$ cat src/hw/rtl/disp_pkg.sv
// ----------------------------------------------------------------------------
// Display init sequence player package
// Shared action codes and the result word type.
// ----------------------------------------------------------------------------
`default_nettype none

package disp_pkg;

    localparam int unsigned ByteW = 8;
    localparam int unsigned ActW  = 2;

    localparam logic [ActW-1:0] ACT_CMD   = 2'd0;
    localparam logic [ActW-1:0] ACT_DATA  = 2'd1;
    localparam logic [ActW-1:0] ACT_DELAY = 2'd2;
    localparam logic [ActW-1:0] ACT_END   = 2'd3;

    localparam logic [ByteW-1:0] END_BYTE   = 8'h00;
    localparam logic [ByteW-1:0] DELAY_MARK = 8'hFF;

    typedef struct packed {
        logic [ActW-1:0]  action;
        logic [ByteW-1:0] out_value;
        logic             dc_level;
    } t_result;

endpackage

`default_nettype wire

$ cat src/hw/rtl/display_init_sequence_player_top.sv
// ----------------------------------------------------------------------------
// Display init sequence player
// Interprets a display init command table streamed one byte per word.
// ----------------------------------------------------------------------------
// Each table byte is registered, decoded against the current table position
// and, when it yields an action, written to the result register, so the block
// accepts one byte per clock cycle when not stalled, and a result word passes
// through the input register and then the result register. The only stall
// comes from a full result register that the consumer is not draining. Count
// bytes and every byte after the end marker produce no result word; after the
// end marker the block keeps accepting and discarding bytes until reset.
`default_nettype none

module display_init_sequence_player_top (
    input  wire logic                       i_clk,
    input  wire logic                       i_rst_n,
    input  wire logic                       i_seq_valid,
    output logic                            o_seq_ready,
    input  wire logic [disp_pkg::ByteW-1:0] i_seq_byte,
    output logic                            o_res_valid,
    input  wire logic                       i_res_ready,
    output logic [disp_pkg::ActW-1:0]       o_action,
    output logic [disp_pkg::ByteW-1:0]      o_out_value,
    output logic                            o_dc_level
);
    import disp_pkg::*;

    logic             in_valid;
    logic [ByteW-1:0] in_byte;
    logic             emit;
    logic             out_free;
    logic             advance;
    t_result          dec_result;
    t_result          out_result;

    // A byte without a result never waits on the result register.
    assign advance = in_valid && (!emit || out_free);

    disp_in_stage u_in (
        .i_clk   (i_clk),
        .i_rst_n (i_rst_n),
        .i_valid (i_seq_valid),
        .o_ready (o_seq_ready),
        .i_byte  (i_seq_byte),
        .i_take  (advance),
        .o_valid (in_valid),
        .o_byte  (in_byte)
    );

    disp_decode u_dec (
        .i_clk     (i_clk),
        .i_rst_n   (i_rst_n),
        .i_byte    (in_byte),
        .i_advance (advance),
        .o_emit    (emit),
        .o_result  (dec_result)
    );

    disp_out_stage u_out (
        .i_clk    (i_clk),
        .i_rst_n  (i_rst_n),
        .i_load   (advance && emit),
        .i_result (dec_result),
        .o_free   (out_free),
        .o_valid  (o_res_valid),
        .i_ready  (i_res_ready),
        .o_result (out_result)
    );

    assign o_action    = out_result.action;
    assign o_out_value = out_result.out_value;
    assign o_dc_level  = out_result.dc_level;

endmodule

`default_nettype wire

$ cat src/hw/rtl/disp_in_stage.sv
// ----------------------------------------------------------------------------
// Input register
// Holds one table byte until the decoder consumes it.
// ----------------------------------------------------------------------------
`default_nettype none

module disp_in_stage (
    input  wire logic                       i_clk,
    input  wire logic                       i_rst_n,
    input  wire logic                       i_valid,
    output logic                            o_ready,
    input  wire logic [disp_pkg::ByteW-1:0] i_byte,
    input  wire logic                       i_take,
    output logic                            o_valid,
    output logic [disp_pkg::ByteW-1:0]      o_byte
);
    import disp_pkg::*;

    logic             r_valid;
    logic             n_valid;
    logic [ByteW-1:0] r_byte;
    logic             load;

    // A word can enter in the same cycle the held one is consumed.
    assign o_ready = !r_valid || i_take;
    assign load    = i_valid && o_ready;

    always_comb begin
        n_valid = r_valid;
        if (load) begin
            n_valid = 1'b1;
        end else if (i_take) begin
            n_valid = 1'b0;
        end
    end

    always_ff @(posedge i_clk) begin
        if (!i_rst_n) begin
            r_valid <= 1'b0;
        end else begin
            r_valid <= n_valid;
        end
    end

    always_ff @(posedge i_clk) begin
        if (load) begin
            r_byte <= i_byte;
        end
    end

    assign o_valid = r_valid;
    assign o_byte  = r_byte;

endmodule

`default_nettype wire

$ cat src/hw/rtl/disp_decode.sv
// ----------------------------------------------------------------------------
// Table decoder
// Tracks the position in the init table and turns each byte into an action.
// ----------------------------------------------------------------------------
`default_nettype none

module disp_decode (
    input  wire logic                       i_clk,
    input  wire logic                       i_rst_n,
    input  wire logic [disp_pkg::ByteW-1:0] i_byte,
    input  wire logic                       i_advance,
    output logic                            o_emit,
    output disp_pkg::t_result               o_result
);
    import disp_pkg::*;

    localparam logic [2:0] PH_CMD   = 3'd0;
    localparam logic [2:0] PH_COUNT = 3'd1;
    localparam logic [2:0] PH_DELAY = 3'd2;
    localparam logic [2:0] PH_DATA  = 3'd3;
    localparam logic [2:0] PH_DONE  = 3'd4;

    logic [2:0]       r_phase;
    logic [2:0]       n_phase;
    logic [ByteW-1:0] r_left;
    logic [ByteW-1:0] n_left;
    logic [ByteW-1:0] left_dec;

    assign left_dec = r_left - 1'b1;

    always_comb begin
        n_phase            = r_phase;
        n_left             = r_left;
        o_emit             = 1'b0;
        o_result.action    = ACT_CMD;
        o_result.out_value = i_byte;
        o_result.dc_level  = 1'b0;
        case (r_phase)
            PH_DONE: begin
                o_emit = 1'b0;
            end
            PH_COUNT: begin
                if (i_byte == DELAY_MARK) begin
                    n_phase = PH_DELAY;
                end else if (i_byte == END_BYTE) begin
                    n_phase = PH_CMD;
                end else begin
                    n_left  = i_byte;
                    n_phase = PH_DATA;
                end
            end
            PH_DELAY: begin
                o_emit          = 1'b1;
                o_result.action = ACT_DELAY;
                n_phase         = PH_CMD;
            end
            PH_DATA: begin
                o_emit            = 1'b1;
                o_result.action   = ACT_DATA;
                o_result.dc_level = 1'b1;
                n_left            = left_dec;
                if (left_dec == '0) begin
                    n_phase = PH_CMD;
                end
            end
            default: begin
                // Unused phase codes behave as the command position.
                o_emit = 1'b1;
                if (i_byte == END_BYTE) begin
                    o_result.action    = ACT_END;
                    o_result.out_value = '0;
                    n_phase            = PH_DONE;
                end else begin
                    n_phase = PH_COUNT;
                end
            end
        endcase
    end

    always_ff @(posedge i_clk) begin
        if (!i_rst_n) begin
            r_phase <= PH_CMD;
            r_left  <= '0;
        end else if (i_advance) begin
            r_phase <= n_phase;
            r_left  <= n_left;
        end
    end

endmodule

`default_nettype wire

$ cat src/hw/rtl/disp_out_stage.sv
// ----------------------------------------------------------------------------
// Result register
// Holds one decoded action until the consumer takes it.
// ----------------------------------------------------------------------------
`default_nettype none

module disp_out_stage (
    input  wire logic              i_clk,
    input  wire logic              i_rst_n,
    input  wire logic              i_load,
    input  wire disp_pkg::t_result i_result,
    output logic                   o_free,
    output logic                   o_valid,
    input  wire logic              i_ready,
    output disp_pkg::t_result      o_result
);
    import disp_pkg::*;

    logic    r_valid;
    logic    n_valid;
    t_result r_result;

    assign o_free = !r_valid || i_ready;

    always_comb begin
        n_valid = r_valid;
        if (i_load) begin
            n_valid = 1'b1;
        end else if (i_ready) begin
            n_valid = 1'b0;
        end
    end

    always_ff @(posedge i_clk) begin
        if (!i_rst_n) begin
            r_valid <= 1'b0;
        end else begin
            r_valid <= n_valid;
        end
    end

    always_ff @(posedge i_clk) begin
        if (i_load) begin
            r_result <= i_result;
        end
    end

    assign o_valid  = r_valid;
    assign o_result = r_result;

endmodule

`default_nettype wire
$ cat config.mk
export PLATFORM = sky130hd
export DESIGN_NAME = display_init_sequence_player_top
export DESIGN_NICKNAME = d
export VERILOG_FILES = /design/src/hw/rtl/disp_pkg.sv /design/src/hw/rtl/display_init_sequence_player_top.sv /design/src/hw/rtl/disp_in_stage.sv /design/src/hw/rtl/disp_decode.sv /design/src/hw/rtl/disp_out_stage.sv
export SDC_FILE = /design/constraint.sdc
export NUM_CORES = 1
export LEC_CHECK = 0
export BUFFER_PORTS_ARGS = -buffer_cell sky130_fd_sc_hd__buf_2
export CAP_MARGIN = 20
export CELL_PAD_IN_SITES_DETAIL_PLACEMENT = 1
export CELL_PAD_IN_SITES_GLOBAL_PLACEMENT = 1
export CORE_MARGIN = 1
export CORE_UTILIZATION = 43
export CTS_CLUSTER_SIZE = 10
export DETAILED_ROUTE_END_ITERATION = 12
export PLACE_DENSITY_LB_ADDON = 0.15
export SYNTH_ARGS = -nofsm -noshare
export SYNTH_HDL_FRONTEND = slang
export SYNTH_HIERARCHICAL = 1
export SYNTH_SLANG_ARGS = --single-unit
$ cat constraint.sdc
create_clock -name i_clk -period 2.3 [get_ports i_clk]
set_input_delay 0.23 -clock i_clk [delete_from_list [all_inputs] [get_ports i_clk]]
set_output_delay 0.23 -clock i_clk [all_outputs]
set_load 0.005 [all_outputs]
== Word level (Yosys, flattened, before mapping) ==
Index checks and enable logic that the tools add are counted.
W data, S select, Z words.

* Register bits after elaboration: 32
* Input bits: 12
* Output and inout port bits: 13
* Word-level logic and storage cells: 52

* Add/subtract/negate cells: 1
* Equality and inequality tests: 8
* Mux-type cells: 17
* Bitwise operators: 1
* Reduce and logical (&&, ||, !) cells: 17

{| class="wikitable"
|+ Operators by type and width
! cell !! count
|-
| $mux W8 || 3
|-
| $logic_not A8 Y1 || 2
|-
| $pmux W8 S2 || 1
|-
| $pmux W3 S4 || 1
|-
| $mux W10 || 1
|-
| $eq A8 B8 Y1 const B || 1
|-
| $sub A8 B1 Y8 const B || 1
|-
| $eq A3 B2 Y1 const B || 2
|-
| $mux W1 || 6
|-
| $mux W3 || 2
|-
| $pmux W2 S3 || 1
|-
| $reduce_bool A2 Y1 || 3
|-
| $mux W2 || 2
|-
| $ne A2 B2 Y1 const B || 2
|-
| $reduce_and A4 Y1 || 1
|-
| $reduce_or A4 Y1 || 1
|-
| $eq A3 B1 Y1 const B || 1
|-
| $eq A3 B3 Y1 const B || 1
|-
| $logic_and A1 B1 Y1 || 3
|-
| $logic_or A1 B1 Y1 || 3
|-
| $reduce_and A3 Y1 || 1
|-
| $logic_not A1 Y1 || 2
|-
| $ne A2 B1 Y1 const B || 1
|-
| $reduce_or A2 Y1 || 1
|-
| $not A1 Y1 || 1
|}

== Logic depth before layout (Yosys ltp) ==
* Word-level depth: 7
* Mapped depth: 9
* Depth with buffers taken out: 8

== Hierarchy ==
Netlist, hierarchy kept.

{| class="wikitable"
|+ By module, submodules not included
! module !! instances !! cells each !! area each (sq um) !! sequential area each (sq um)
|-
| disp_decode || 1 || 121 || 852.1 || 220.2
|-
| disp_out_stage || 1 || 15 || 379.1 || 350.3
|-
| disp_in_stage || 1 || 13 || 297.8 || 260.2
|-
| display_init_sequence_player_top || 1 || 3 || 18.8 || 0.0
|}

== Worst setup path after synthesis ==
Ideal clock, no wire load.

* Path kind: flip-flop to flip-flop
* From: register u_dec.r_phase[0]
* To: register u_dec.r_left[6]
* Library setup time: 0.069 ns
* Arrival time: 1.791 ns
* Required time: 2.231 ns
* Setup slack: 0.440 ns
* Stages on the path, launching flop included: 9
* Path buffers: 1
* Period minus slack after synthesis: 1.860 ns
* Cells stage by stage: dfxtp_1 nor2b_2 o21bai_1 a21boi_1 o311a_1 o21ai_2 buf_4 a211o_1 a21oi_2

* Word-level cells in the longest chain between the ends: 5
* Elaborated cells on any way between the ends: 11
* Classes of those cells: eq/ne (5); mux (1); reduce/logical (5)

{| class="wikitable"
|+ RTL lines
! element !! RTL line !! RTL
|-
| start, declared || disp_decode.sv:23 || <nowiki>logic [2:0] r_phase;</nowiki>
|-
| start signal, assigned || disp_decode.sv:85 || <nowiki>r_phase <= n_phase;</nowiki>
|-
| $eq A3 B3 Y1 / $eq A3 B1 Y1 (equally long branches) || disp_decode.sv:38 || <nowiki>case (r_phase)</nowiki>
|-
| $reduce_or A2 Y1 (no line) (*) || -- ||
|-
| $logic_or A1 B1 Y1 (*) || display_init_sequence_player_top.sv:37 || <nowiki>assign advance = in_valid && (!emit || out_free);</nowiki>
|-
| $logic_and A1 B1 Y1 (*) || display_init_sequence_player_top.sv:37 ||
|-
| named net advance || display_init_sequence_player_top.sv:32 || <nowiki>logic advance;</nowiki>
|-
| $reduce_and A4 Y1 (no line) (*) || -- ||
|-
| end signal, assigned || disp_decode.sv:86 || <nowiki>r_left <= n_left;</nowiki>
|-
| end, declared || disp_decode.sv:25 || <nowiki>logic [ByteW-1:0] r_left;</nowiki>
|}

Mark *: on every way through the listed nets, which the timed path passes. The rest lies on a longest branch.
A chain may end at the register's enable or synchronous reset.

== Final worst setup path ==
* From: register u_dec.r_phase[2]
* To: register u_dec.r_left[0]

Same word-level chain as after synthesis.

==> flow_metrics.py <==
metrics = {
    "setup_path": {
        "worstPathMaxFanout": 15,
        "cp.required_ns": 2.57,
        "arrival_ns": 2.26,
        "regToRegStartpoint": "u_dec/r_phase[2]",
        "startpoint_type": "flop",
        "critPathKind": "reg -> reg",
        "startpoint": "u_dec/r_phase[2]",
        "cp-end-kind": "flop",
    },
    "place": {
        "placedCellCount": 213,
        "io_buffers": 24,
        "routabilityCongestion": 0.863,
        "dp_hpwl_mm": 2.59,
    },
    "synthesis": {
        "yosysWarnings": 6,
        "synthFlopType": "edfxtp_1",
        "synth_commonest_cells": "edfxtp_1, nor2_1, nand2_1",
        "ys_types": 46,
        "yosysMostFrequentCell": "edfxtp_1",
        "avgSynthCellArea_um2": 10.2,
        "netlist_instances": 152,
        "synth_edf_count": 19,
        "seq_area_frac_synth": 0.537,
        "netlist_top_cells_area": "edfxtp_1, dfxtp_1, nor2_1",
        "syn-num-nets": 166,
        "async_flop_share": 0,
        "syn_area_um2": 1550,
        "synth_top_area_frac": 0.369,
        "ys_seq_elements": 32,
        "post-synth-top-area-cell": "edfxtp_1",
    },
    "grt": {
        "grt_overflow": 0,
        "grt_pass1_wl_mm": 5.29,
        "grt_max_degree": 16,
        "track_usage": 0.200,
        "antenna_found_initial": 0,
        "grt_pass1_vias": 1172,
    },
    "clocking": {
        "clk-insertion-delay-late_ns": 0.34,
        "path_clk_slew_ns": 0.10,
        "post_cts_buffers": 0,
        "cts_hold_buf": 0,
        "clock-root-buffer": "clkbuf_4",
        "htree_levels": 2,
        "cts_buffers": 5,
        "numClockSinks": 32,
        "clock_path_buffers": 2,
        "ctsResizeCount": 0,
        "cts_tree": "done",
    },
    "power_and_ir_drop": {
        "power_density_nw_per_um2": 694,
        "p_switching_uw": 298,
        "clkPwrFrac": 0.345,
        "p_leak_uw": 0.000686,
        "swShare": 0.243,
        "seq_power_share": 0.544,
        "vdd_drop_max_mv": 0.309,
        "power.internal_uw": 930,
        "share_comb_of_total_power": 0.111,
    },
    "die": {
        "die_y_um": 62.0,
        "initial_core_util": 0.457,
        "coreArea_um2": 3390,
        "dieArea_um2": 3840,
        "die-width_um": 62.0,
        "io_pins": 25,
        "rows": 21,
    },
    "final_layout": {
        "layoutNonFillerInstCount": 221,
        "nets": 188,
        "insertedDiodeCount": 0,
        "syn2layout_area_growth_pct": 14.4,
        "drive_gt1_frac": 0.263,
    },
    "drt": {
        "remaining_drc_errors": 0,
        "ant_nets": 0,
        "routed_wl_mm": 3.50,
        "drt_iter0_drc": 32,
        "via_per_inst": 5.45,
        "wl_per_cell_um": 15.8,
        "dr.pass1.iters": 4,
        "via_count": 1205,
    },
    "timing": {
        "hold_viol": 0,
        "maxSlewHeadroom": 0.603,
        "skew_ns": 0.00684,
        "fin_hold_ws_ns": 0.0649,
        "tns_ns": 0,
        "maxSlewViolCount": 0,
        "rsz0062_at_grt": "false",
        "fin_crit_sh": 0.865,
        "finalCriticalPeriod_ns": 1.99,
        "fmax_mhz": 502,
        "tightest_slew_ns": 0.591,
        "setup_violations": 0,
    },
    "status": {
        "outcome": "finished clean",
    },
    "worst_hold_path": {
        "min-delay-start": "i_seq_byte[5]",
        "min-delay-path-class": "in -> reg",
    },
    "run": {
        "cap_viol_max_count": 0,
    },
}
## final timing paths
kind	depth (start not counted)	to	slack, ns
setup reg to reg	9	u_dec/r_left[0]	0.31
hold / removal	1	u_in/o_byte[5]	0.06
setup / recovery	9	u_dec/r_left[0]	0.31
hold reg to reg	2	u_dec/r_left[7]	0.51
## worst max-delay path, stage by stage (launching register included)
cell      delay, ns
dfxtp_1        0.45
inv_1          0.14
nor2_1         0.13
o21bai_1       0.08
a21boi_1       0.17
o311a_1        0.22
o21ai_2        0.06
buf_4          0.19
or3_1          0.35
a21oi_1        0.14
## logic make-up after synthesis
| family | Yosys count | synth area share |
|---|---|---|
| AOI/OAI and AO/OA | 37 | 0.164 |
| xor gates and xnor gates | 6 | 0.0340 |
| and+or+nand+nor | 56 | 0.200 |
| adders and majority gates | 2 | 0.0162 |
| buffers and inverters | 19 | 0.0493 |
| DFF | 32 | 0.537 |
## power by group through the flow
stage               clock network (uW)  registers [uW]  logic (uW)
floorplan                            0             675        94.1
global placement                     0             679         130
detailed placement                   0             681         137
CTS                                433             668         138
global route                       450             673         153
finish                             423             668         137
## per-layer routing
metal,part of all wire,wire [um],up-vias,global-route usage
met3,0.044,154,9,0.0497
met4,0.025,87,0,0.114
met5,0,0,-,0
met2,0.48,1690,32,0.330
li1,-,-,584,-
met1,0.45,1570,580,0.237
## placed cells by master, fill, tap and decap left out, types with 2 or more instances in the layout
master    instances
buf_2            24
nand3_1           4
nand2b_4          2
xor2_1            2
a21oi_1          12
xnor2_1           4
nor2_1           17
clkbuf_4          5
inv_1             7
nor3_1            3
o21ai_1           2
a21boi_2          2
o21ai_0           3
nor4_2            2
ha_1              2
nand2_1          15
dfxtp_1          13
nand4_1           2
a211o_1           4
buf_4             2
edfxtp_1         19
a31oi_1           2
## final cells by class
cell class                 count  area (um^2)
clock buffer                   6         41.3
sequential                    32          831
inverter                       8         30.0
tap                           46         57.6
fill                         386         1620
multi-input combinational    101          641
clock inverter                 2         35.0
timing repair buffer          26          135
## flip-flops by register name, summed over array words and instances (netlist names)
name	cells
u_in/o_byte	8
u_dec/r_left	8
u_in/o_valid	1
u_dec/r_phase	3
u_out/o_valid	1
u_out/o_result	11
## through the flow
stage	instance area, um^2	worst slack [ns]	utilization	power (uW)
2_1_floorplan	1550	0.440	-	769
3_3_place_gp	1690	0.429	0.500	810
3_5_place_dp	1690	0.343	0.500	818
4_1_cts	1770	0.321	0.522	1240
5_1_grt	1770	0.178	0.522	1280
6_report	1770	0.310	0.522	1230
No activity file was read; power rests on OpenSTA's default activity.
